### config.mk
export PLATFORM = sky130hd
export DESIGN_NAME = s256sb_round
export DESIGN_NICKNAME = d
export VERILOG_FILES = /design/src/rtl/s256sb_pkg.sv /design/src/rtl/s256sb_round.sv
export SDC_FILE = /design/constraint.sdc
export NUM_CORES = 1
export LEC_CHECK = 0
export BUFFER_PORTS_ARGS = -buffer_cell sky130_fd_sc_hd__buf_2
export CAP_MARGIN = 0
export CORE_AREA = 4 4 612 614
export CTS_CLUSTER_SIZE = 20
export DETAILED_ROUTE_END_ITERATION = 6
export DIE_AREA = 0 0 616 618
export GPL_TIMING_DRIVEN = 0
export PLACE_DENSITY = 0.3
export SKIP_LAST_GASP = 1
export SLEW_MARGIN = 20
export SYNTH_ARGS = -nofsm -noshare
export SYNTH_HDL_FRONTEND = slang
export SYNTH_SLANG_ARGS = --single-unit
### constraint.sdc
create_clock -name clk -period 10.9 [get_ports clk]
set_input_delay 2.18 -clock clk [delete_from_list [all_inputs] [get_ports clk]]
set_output_delay 2.18 -clock clk [all_outputs]
set_load 0.02 [all_outputs]
### src/rtl/s256sb_pkg.sv
// s256sb_pkg: shared types, round constants and round functions for the
// single-block sha-256 pipeline; no dependencies
package s256sb_pkg;

  localparam int NumRounds = 64;

  typedef logic [31:0] word_t;

  typedef struct packed {
    logic [63:0] msg_bytes_0_7;
    logic [63:0] msg_bytes_8_15;
    logic [63:0] msg_bytes_16_23;
    logic [63:0] msg_bytes_24_31;
    logic        last_slot;
  } in_item_t;

  typedef struct packed {
    logic [63:0] digest_bytes_0_7;
    logic [63:0] digest_bytes_8_15;
    logic [63:0] digest_bytes_16_23;
    logic [63:0] digest_bytes_24_31;
    logic        last_digest;
  } out_item_t;

  // working variables a..h
  typedef struct packed {
    word_t a, b, c, d, e, f, g, h;
  } hstate_t;

  localparam word_t PadWord  = 32'h80000000;
  localparam word_t LenWord  = 32'd256;

  localparam hstate_t InitHash = '{
    32'h6a09e667, 32'hbb67ae85, 32'h3c6ef372, 32'ha54ff53a,
    32'h510e527f, 32'h9b05688c, 32'h1f83d9ab, 32'h5be0cd19};

  localparam word_t RoundK [NumRounds] = '{
    32'h428a2f98, 32'h71374491, 32'hb5c0fbcf, 32'he9b5dba5,
    32'h3956c25b, 32'h59f111f1, 32'h923f82a4, 32'hab1c5ed5,
    32'hd807aa98, 32'h12835b01, 32'h243185be, 32'h550c7dc3,
    32'h72be5d74, 32'h80deb1fe, 32'h9bdc06a7, 32'hc19bf174,
    32'he49b69c1, 32'hefbe4786, 32'h0fc19dc6, 32'h240ca1cc,
    32'h2de92c6f, 32'h4a7484aa, 32'h5cb0a9dc, 32'h76f988da,
    32'h983e5152, 32'ha831c66d, 32'hb00327c8, 32'hbf597fc7,
    32'hc6e00bf3, 32'hd5a79147, 32'h06ca6351, 32'h14292967,
    32'h27b70a85, 32'h2e1b2138, 32'h4d2c6dfc, 32'h53380d13,
    32'h650a7354, 32'h766a0abb, 32'h81c2c92e, 32'h92722c85,
    32'ha2bfe8a1, 32'ha81a664b, 32'hc24b8b70, 32'hc76c51a3,
    32'hd192e819, 32'hd6990624, 32'hf40e3585, 32'h106aa070,
    32'h19a4c116, 32'h1e376c08, 32'h2748774c, 32'h34b0bcb5,
    32'h391c0cb3, 32'h4ed8aa4a, 32'h5b9cca4f, 32'h682e6ff3,
    32'h748f82ee, 32'h78a5636f, 32'h84c87814, 32'h8cc70208,
    32'h90befffa, 32'ha4506ceb, 32'hbef9a3f7, 32'hc67178f2};

  function automatic word_t rotr(input word_t v, input int unsigned n);
    rotr = (v >> n) | (v << (32 - n));
  endfunction

  function automatic word_t ssig0(input word_t v);
    ssig0 = rotr(v, 7) ^ rotr(v, 18) ^ (v >> 3);
  endfunction

  function automatic word_t ssig1(input word_t v);
    ssig1 = rotr(v, 17) ^ rotr(v, 19) ^ (v >> 10);
  endfunction

  function automatic word_t bsig0(input word_t v);
    bsig0 = rotr(v, 2) ^ rotr(v, 13) ^ rotr(v, 22);
  endfunction

  function automatic word_t bsig1(input word_t v);
    bsig1 = rotr(v, 6) ^ rotr(v, 11) ^ rotr(v, 25);
  endfunction

endpackage

### src/rtl/s256sb_round.sv
// s256sb_round: one compression round with its message schedule window,
// registered; depends on s256sb_pkg
module s256sb_round (
  input  logic                clk,
  input  logic                rst_n,
  input  logic                adv,
  input  logic                vld_in,
  input  s256sb_pkg::word_t   k_in,
  input  s256sb_pkg::hstate_t st_in,
  input  s256sb_pkg::word_t   w_in [16],
  input  logic                last_in,
  output logic                vld_r,
  output s256sb_pkg::hstate_t st_r,
  output s256sb_pkg::word_t   w_r [16],
  output logic                last_r
);
  import s256sb_pkg::*;

  word_t   t1, t2, wnew;
  hstate_t st_nxt;

  always_comb begin
    t1 = st_in.h + bsig1(st_in.e) + ((st_in.e & st_in.f) ^ (~st_in.e & st_in.g))
         + k_in + w_in[0];
    t2 = bsig0(st_in.a) + ((st_in.a & st_in.b) ^ (st_in.a & st_in.c)
         ^ (st_in.b & st_in.c));
    st_nxt = '{t1 + t2, st_in.a, st_in.b, st_in.c, st_in.d + t1,
               st_in.e, st_in.f, st_in.g};
    // next schedule word w[t+16]
    wnew = ssig1(w_in[14]) + w_in[9] + ssig0(w_in[1]) + w_in[0];
  end

  always_ff @(posedge clk) begin
    if (!rst_n) begin
      vld_r <= 1'b0;
    end else if (adv) begin
      vld_r <= vld_in;
    end
  end

  always_ff @(posedge clk) begin
    if (adv) begin
      st_r   <= st_nxt;
      last_r <= last_in;
      for (int i = 0; i < 15; i++) w_r[i] <= w_in[i+1];
      w_r[15] <= wnew;
    end
  end
endmodule

==> metrics.txt <==
initial core utilization 10.1%; drt total wl 270000 µm; Setup violations, final 0; arrival time at the worst endpoint 10660 ps; syn_area_per_cell 14.7 µm²; leakage power total 23.0 nW; wire length per cell 29.0 µm; fillers 41500; GRT Util Overall 13.6%; CP required 11470 ps; CTS clock-pin slew for the worst setup and hold paths 60 ps; largest net degree at the start of global routing 137; total of max-cap violations 0; Placed Cells 9068; outcome finished clean; Post-Syn Area 37200 µm²; critical path class in2reg; Pre-antenna DRT Iters 7; RSZ-0062 raised after global routing no; total CTS buffers 115; Tightest Pin Transition 1100 ps; Detailed Route Iter0 Violations 1257; global-route wire length before repair 332000 µm; fmax 99.1 MHz; P&R area growth vs syn 49.0%; Nets 5351; Post-Syn Instances 2532; ANT nets after route 0; Period Utilization, post-route 92.6%; number of I/O pins 1575; final std cells w/o fill 9310; synth warn 0; final core occ 15.1%; via/cell ratio 2.97; Slew headroom 25.6%; grt ovf 0; sequential element share of the synthesized area 62.1%; die area 381000 µm²; initial antenna violation count 144; Hold Vio Cnt, Final 0; Distinct cells, synth 65; asr flop ratio synth 0%; row cnt 223; chip width 616 µm; hold buffers post-CTS 0; register bit total from synthesis 770; Worst Setup End Kind flip-flop; Worst-Skew Late Latency 810 ps; post-route cell area 55500 µm²; CTS tree built; EDFF count, synth 769; CP Launch Type input pin; Cell Area, Placed 51600 µm²; CTS Sinks 770; IO Port Bufs 1574; pwr dens 338 nW/µm²; Slew Viols, Final 0; Hold WC Path Type reg2reg; share of layout cells above drive strength 1 41.5%; CP max FO 5; leading register cell type out of synthesis edfxtp_1; # H-tree levels 3; Post-route DRC 0; vias in the first global route 29300; Root Driver clkbuf_16; Worst VDD drop 0.233 mV; setup bufs post-CTS 0; Clock Path Buffers 4; Core Area 369000 µm²; min Tclk post-route 10090 ps; Die Y 618 µm; Post-CTS Resized 0; DP HPWL 239000 µm; syn nets 3648; Layout Skew 0 ps; via count 27700; Routability Congestion 0.905
-- path summary, 6_finish.rpt --
kind | cells after the start | startpoint | end | slack (ps)
worst max-delay path | 28 | st_in[105] | st_r[255]$_DFFE_PP_ | 810
worst min-delay path | 2 | vld_r$_SDFFE_PN0P_ | vld_r$_SDFFE_PN0P_ | 580
worst max register to register | 2 | vld_r$_SDFFE_PN0P_ | vld_r$_SDFFE_PN0P_ | 10230
worst min register to register | 2 | vld_r$_SDFFE_PN0P_ | vld_r$_SDFFE_PN0P_ | 580
-- power by group --
part / internal [mW] / total, mW / switching, mW
Clock: 2.25 / 3.87 / 1.61
Combinational: 3.73 / 10.6 / 6.91
Sequential: 4.16 / 4.27 / 0.106
-- Yosys cell counts, drive strengths merged, types with 6 or more instances --
library cell | instances | area (µm²)
nor2 | 69 | 259
inv | 417 | 1570
a31oi | 10 | 62.6
a211oi | 14 | 110
a21boi | 8 | 63.8
a21o | 73 | 548
mux2 | 11 | 124
a21oi | 87 | 435
fa | 187 | 3740
nand2b | 17 | 106
or2 | 6 | 37.5
mux2i | 25 | 250
clkbuf | 25 | 93.8
xor2 | 127 | 1110
nand4 | 6 | 37.5
ha | 124 | 1550
xnor2 | 235 | 2060
o21ai | 89 | 445
nor3 | 24 | 120
o21a | 23 | 173
nor2b | 12 | 75.1
o211ai | 9 | 67.6
nand2 | 52 | 195
o21bai | 13 | 97.6
and3 | 11 | 68.8
nand3 | 18 | 90.1
edfxtp | 769 | 23100
-- metrics by stage --
stage                     hold slack [ps]  setup TNS, ps  worst slack, ps  power (mW)
after CTS                             571              0              278        19.5
after global routing                  600              0              249        20.4
after global placement                542       -5327260            -7320        15.5
after detailed placement              557          -1590             -694        15.4
final                                 577              0              806        18.8
after floorplan                       589              0             2510        11.0
-- layout by cell type (no fill, tap or decap), types with 13 or more instances in the layout --
cell type and count:
buf_2 1573, a211oi_1 13, mux2i_1 24, nand2_1 52, clkbuf_1 39, nor2_1 69
o21ai_1 20, o21a_1 23, a21oi_1 87, edfxtp_1 769, inv_1 417, clkbuf_16 116
xor2_1 127, fa_1 187, xnor2_1 231, clkinv_1 17, o21ai_0 67, ha_1 124
o21bai_1 13, nor3_1 24, clkinv_2 15, clkinvlp_4 15, diode_2 36, bufinv_16 13
nand3_1 18, nand2b_1 17, a21o_1 73
-- state kept, by name, summed over array words and instances, names as in the netlist --
name,count
st_r,256
vld_r,1
last_r,1
w_r,512
-- metal layers --
metal  share of wire [%]  up-vias  routed length, µm  track usage [%]
met4                 3.9       88              10600             4.52
met5                0.21        -                578                0
met1                  31    13800              85000             12.3
met2                  58     1153             157000             28.2
met3                 6.3      397              17000             3.80
li1                    -    12300                  -                -
-- logic make-up after synthesis --
logic type,count (synthesis),share of synthesized area [%]
flops,770,62.1
mux,36,1.00
fa+ha+maj,314,14.3
buf+inv,442,4.46
simple gates,237,3.11
xor+xnor,362,8.51
compound gates,371,6.55
-- layout make-up --
cell class	count	area, µm²	share of cell area [%]
well taps	4950	6190	11.2
multi-input cells	1320	12500	22.6
clock buffers	132	2960	5.34
repair buffers	1586	8140	14.7
clock inverters	74	807	1.45
inverters	417	1570	2.82
plain buffers	25	96.3	0.174
flip-flops and latches	770	23100	41.6
diodes	36	90.1	0.162
-- critical path: stages --
cell and delay [ps]:
buf_2 90, clkbuf_1 710, xnor2_1 230, fa_1 570, inv_1 50, fa_1 490, inv_1 50, ha_1 360
a211oi_1 120, o21ai_0 310, nor2b_1 290, a31oi_1 160, nor2b_1 220, a41oi_1 180, xnor2_1 800, inv_1 270
fa_1 560, inv_1 50, ha_1 200, nor2_1 390, nand2_1 90, nor3_1 670, a21oi_1 240, o21ai_1 360
a21oi_1 180, o31ai_1 320, xnor2_1 310, xor2_1 130
No activity file was read; power rests on OpenSTA's default activity.
