**config.mk**
```make
export PLATFORM = sky130hd
export DESIGN_NAME = s256sb_final
export DESIGN_NICKNAME = d
export VERILOG_FILES = /design/src/rtl/s256sb_pkg.sv /design/src/rtl/s256sb_final.sv
export SDC_FILE = /design/constraint.sdc
export NUM_CORES = 1
export LEC_CHECK = 0
export ABC_AREA = 1
export BUFFER_PORTS_ARGS = -buffer_cell sky130_fd_sc_hd__clkbuf_2
export CORE_AREA = 2 2 203 205
export DETAILED_ROUTE_END_ITERATION = 10
export DIE_AREA = 0 0 205 207
export HOLD_SLACK_MARGIN = 0.06
export PLACE_DENSITY = 0.71
export SLEW_MARGIN = 20
export SYNTH_ARGS = -nofsm -noshare
export SYNTH_HDL_FRONTEND = slang
export SYNTH_SLANG_ARGS = --single-unit
```
**constraint.sdc**
```tcl
create_clock -name clk -period 2.05 [get_ports clk]
set_input_delay 0.3075 -clock clk [delete_from_list [all_inputs] [get_ports clk]]
set_output_delay 0.3075 -clock clk [all_outputs]
set_load 0.05 [all_outputs]
```
**src/rtl/s256sb_pkg.sv**
```systemverilog
// s256sb_pkg: shared types, round constants and round functions for the
// single-block sha-256 pipeline; no dependencies
package s256sb_pkg;

  localparam int NumRounds = 64;

  typedef logic [31:0] word_t;

  typedef struct packed {
    logic [63:0] msg_bytes_0_7;
    logic [63:0] msg_bytes_8_15;
    logic [63:0] msg_bytes_16_23;
    logic [63:0] msg_bytes_24_31;
    logic        last_slot;
  } in_item_t;

  typedef struct packed {
    logic [63:0] digest_bytes_0_7;
    logic [63:0] digest_bytes_8_15;
    logic [63:0] digest_bytes_16_23;
    logic [63:0] digest_bytes_24_31;
    logic        last_digest;
  } out_item_t;

  // working variables a..h
  typedef struct packed {
    word_t a, b, c, d, e, f, g, h;
  } hstate_t;

  localparam word_t PadWord  = 32'h80000000;
  localparam word_t LenWord  = 32'd256;

  localparam hstate_t InitHash = '{
    32'h6a09e667, 32'hbb67ae85, 32'h3c6ef372, 32'ha54ff53a,
    32'h510e527f, 32'h9b05688c, 32'h1f83d9ab, 32'h5be0cd19};

  localparam word_t RoundK [NumRounds] = '{
    32'h428a2f98, 32'h71374491, 32'hb5c0fbcf, 32'he9b5dba5,
    32'h3956c25b, 32'h59f111f1, 32'h923f82a4, 32'hab1c5ed5,
    32'hd807aa98, 32'h12835b01, 32'h243185be, 32'h550c7dc3,
    32'h72be5d74, 32'h80deb1fe, 32'h9bdc06a7, 32'hc19bf174,
    32'he49b69c1, 32'hefbe4786, 32'h0fc19dc6, 32'h240ca1cc,
    32'h2de92c6f, 32'h4a7484aa, 32'h5cb0a9dc, 32'h76f988da,
    32'h983e5152, 32'ha831c66d, 32'hb00327c8, 32'hbf597fc7,
    32'hc6e00bf3, 32'hd5a79147, 32'h06ca6351, 32'h14292967,
    32'h27b70a85, 32'h2e1b2138, 32'h4d2c6dfc, 32'h53380d13,
    32'h650a7354, 32'h766a0abb, 32'h81c2c92e, 32'h92722c85,
    32'ha2bfe8a1, 32'ha81a664b, 32'hc24b8b70, 32'hc76c51a3,
    32'hd192e819, 32'hd6990624, 32'hf40e3585, 32'h106aa070,
    32'h19a4c116, 32'h1e376c08, 32'h2748774c, 32'h34b0bcb5,
    32'h391c0cb3, 32'h4ed8aa4a, 32'h5b9cca4f, 32'h682e6ff3,
    32'h748f82ee, 32'h78a5636f, 32'h84c87814, 32'h8cc70208,
    32'h90befffa, 32'ha4506ceb, 32'hbef9a3f7, 32'hc67178f2};

  function automatic word_t rotr(input word_t v, input int unsigned n);
    rotr = (v >> n) | (v << (32 - n));
  endfunction

  function automatic word_t ssig0(input word_t v);
    ssig0 = rotr(v, 7) ^ rotr(v, 18) ^ (v >> 3);
  endfunction

  function automatic word_t ssig1(input word_t v);
    ssig1 = rotr(v, 17) ^ rotr(v, 19) ^ (v >> 10);
  endfunction

  function automatic word_t bsig0(input word_t v);
    bsig0 = rotr(v, 2) ^ rotr(v, 13) ^ rotr(v, 22);
  endfunction

  function automatic word_t bsig1(input word_t v);
    bsig1 = rotr(v, 6) ^ rotr(v, 11) ^ rotr(v, 25);
  endfunction

endpackage

```
**src/rtl/s256sb_final.sv**
```systemverilog
// s256sb_final: adds initial hash back in and holds the result register
// depends on s256sb_pkg
module s256sb_final (
  input  logic                clk,
  input  logic                rst_n,
  input  logic                adv,
  input  logic                vld_in,
  input  s256sb_pkg::hstate_t st_in,
  input  logic                last_in,
  output logic                vld_r,
  output s256sb_pkg::out_item_t res_r
);
  import s256sb_pkg::*;

  out_item_t res_nxt;

  always_comb begin
    res_nxt.digest_bytes_0_7   = {st_in.a + InitHash.a, st_in.b + InitHash.b};
    res_nxt.digest_bytes_8_15  = {st_in.c + InitHash.c, st_in.d + InitHash.d};
    res_nxt.digest_bytes_16_23 = {st_in.e + InitHash.e, st_in.f + InitHash.f};
    res_nxt.digest_bytes_24_31 = {st_in.g + InitHash.g, st_in.h + InitHash.h};
    res_nxt.last_digest        = last_in;
  end

  always_ff @(posedge clk) begin
    if (!rst_n) begin
      vld_r <= 1'b0;
    end else if (adv) begin
      vld_r <= vld_in;
    end
  end

  always_ff @(posedge clk) begin
    if (adv) begin
      res_r <= res_nxt;
    end
  end
endmodule

```
==> results.sh <==
export IMPL_status="finished, final reports clean"
export IMPL_globalplace_congestion=0.968
export IMPL_fin_tns_setup_ps=0
export IMPL_cts_root_buf="clkbuf_16"
export IMPL_dr_first_iter_drc_count=1246
export IMPL_grtUsageTotal=0.289
export IMPL_finalCritPeriodShare=0.898
export IMPL_postPlaceCellArea_um2=21300
export IMPL_busiest_layer="met2"
export IMPL_antenna_found_initial=11
export IMPL_synth_warning_count=0
export IMPL_dieArea_um2=42400
export IMPL_critPathArrivalTime_ps=2170
export IMPL_grt_max_degree=60
export IMPL_drv_slew=0
export IMPL_synthTopCellsByArea="edfxtp_1 43%, nand2_1 18%, inv_1 7.3%"
export IMPL_hold_violations=0
export IMPL_path_cells="dlygate4sd3_1 > clkbuf_2 > ha_1 > nor2_1 > nand2_1 > nand2_1 > nand2_1 > nand2_1 > nand2_2 > o21ai_0 > nand2_1"
export IMPL_worstRegToRegCells=3
export IMPL_die_height_um=207
export IMPL_p_per_area_nw_per_um2=735
export IMPL_areaGrowthSynthToFinish_pct=28.4
export IMPL_numCtsBuffers=31
export IMPL_max_stage_delay_ps=540
export IMPL_ios=519
export IMPL_die_width_um=205
export IMPL_stdcell_area_um2=23100
export IMPL_worst_clock_skew_ps=0
export IMPL_critPathCapture="res_r[146]"
export IMPL_p_leak_nw=11.5
export IMPL_finalNonFillerCells=3701
export IMPL_clk_path_buf_depth=3
export IMPL_required_ps=2380
export IMPL_clk_pin_slew_ps=60
export IMPL_fmax_mhz=543
export IMPL_worstMarginPinSlew_ps=480
export IMPL_worst_r2r_endpoint="vld_r"
export IMPL_layout_core_utilization=0.573
export IMPL_via_per_inst=5.12
export IMPL_yosysUniqueCellTypes=44
export IMPL_start_util=0.446
export IMPL_portBuffers=518
export IMPL_grt_use_met1=0.341
export IMPL_grt_pass1_wl_um=96800
export IMPL_met3_usage=0.0752
export IMPL_vias=18951
export IMPL_critPathKind="primary input to flop"
export IMPL_avgRoutedWirePerCell_um=17.0
export IMPL_synthDominantCellAreaShare=0.428
export IMPL_grt_overflow=0
export IMPL_cp_slowest_cell="dlygate4sd3_1"
export IMPL_rrSetupSlack_ps=830
export IMPL_rsz0062_at_grt="no"
export IMPL_synthArstFlopShare=0
export IMPL_finalSetupViolCount=0
export IMPL_antenna_left=0
export IMPL_coreArea_um2=40400
export IMPL_synthFlopType="edfxtp_1"
export IMPL_drt_total_wl_um=63100
export IMPL_drc=0
export IMPL_worstPathMaxFanout=5
export IMPL_cp_start_kind="primary input"
export IMPL_synth_enable_flop_cells=257
export IMPL_first_global_vias=18134
export IMPL_max_slew_margin_rel=0.676
export IMPL_firstDrtPassIters=6
export IMPL_syn_num_nets=2782
export IMPL_end_kind="flop"
export IMPL_cts_tree="yes"
export IMPL_synth_area_leader_cell="edfxtp_1"
export IMPL_dpl_cell_count=3564
export IMPL_maxCapViolations=0
export IMPL_finalCriticalPeriod_ps=1840
export IMPL_row_count=74
export IMPL_clk_latency_ps=580
export IMPL_grtUsageMet2=0.505
export IMPL_synth_seq_cells=258
export IMPL_htree_levels=1
export IMPL_clkSinkCount=258
export IMPL_syn_area_um2=18000
export IMPL_avgSynthCellArea_um2=7.17
export IMPL_seq_area_frac_synth=0.430
export IMPL_startpoint="st_in[129]"
export IMPL_peakVddDrop_uv=674
export IMPL_hp_class="primary input to flop"
export IMPL_dp_hpwl_um=51800
export IMPL_syn_inst=2513
export IMPL_r2r_start="vld_r"
export IMPL_cpMostUsedCell="nand2_1"
export IMPL_drive_above_1_share=0.218
export IMPL_fin_nets=3407
-- cells in the mapped netlist (18+ instances only) --
master	count
edfxtp_1	257
inv_2	18
o21ai_0	35
nor2_2	35
a21oi_1	56
nand2_2	21
nor3_1	32
nand4_1	44
inv_1	349
nand2_1	887
xor2_1	108
nand3_1	225
nor2_1	318
nand3b_1	23
-- cell families after synthesis --
family	share of synthesized area
simple gates	0.386
flops	0.430
buf+inv	0.0795
fa+ha+maj	0.00556
compound gates	0.0429
xor+xnor	0.0569
-- critical path: cells and delay by family --
family	cells	cell delay [ps]
adder cells (fa/ha/maj)	1	260
buffers and inverters	2	680
AO/OA/AOI/OAI	1	190
AND/OR/NAND/NOR	7	740
-- where the power goes --
part / leakage, nW / switching [mW] / internal, mW
Clock: 0.509 / 2.27 / 3.38
Sequential: 2.52 / 0.205 / 6.45
Combinational: 8.52 / 3.59 / 1.11
-- metrics by stage --
step | hold WS, ps | total power, mW | setup WS, ps
final | 93.1 | 17.0 | 208
after global routing | 85.4 | 17.7 | 34.6
after CTS | 60.2 | 17.1 | 225
after detailed placement | 486 | 11.3 | 174
after global placement | 485 | 11.3 | 181
after floorplan | 401 | 9.75 | 504
-- layout make-up --
cell class / instances / area, um2
fillers: 3920 / 17200
multi-input cells: 1879 / 8850
flip-flops and latches: 258 / 7740
repair buffers: 599 / 3440
inverters: 369 / 1390
clock buffers: 32 / 779
well taps: 532 / 666
clock inverters: 25 / 262
diodes: 7 / 17.5
-- how the worst min path moves through the flow --
| stage | startpoint | to | slack (ps) | cells after the start |
|---|---|---|---|---|
| floorplan | adv | vld_r | 400 | 1 |
| global placement | st_in[128] | res_r[129] | 490 | 1 |
| detailed placement | st_in[160] | res_r[161] | 490 | 1 |
| CTS | st_in[188] | res_r[189] | 60 | 3 |
| global route | st_in[62] | res_r[63] | 90 | 4 |
| finish | st_in[196] | res_r[197] | 90 | 2 |
-- layout by cell type (no fill, tap or decap), drive strengths merged, types with 23 or more instances in the layout --
cell type and count:
a21oi 60, clkbuf 549, dlygate4sd3 73, edfxtp 257, inv 368, nand2 911, nand3 230, nand3b 23
nand4 44, nor2 365, nor3 37, o21ai 52, xor2 108
-- routing by layer --
layer	wire (um)	part of all wire	up-vias
li1	-	-	9320
met2	30600	0.48	827
met5	84	0.0013	-
met3	5910	0.094	148
met4	2210	0.035	12
met1	24300	0.39	8644
-- state kept, by name, indices dropped and copies added (netlist names) --
| register | count |
|---|---|
| res_r | 257 |
| vld_r | 1 |
-- repair_timing --
| action | CTS | global route |
|---|---|---|
| setup buffers | 0 | 0 |
| gates resized for setup | 0 | 1 |
| endpoints found under the hold margin | 81 | 0 |
| setup endpoints to repair | 0 | 2 |
| hold buffers | 73 | 0 |
Power figures use the tool's default switching activity.
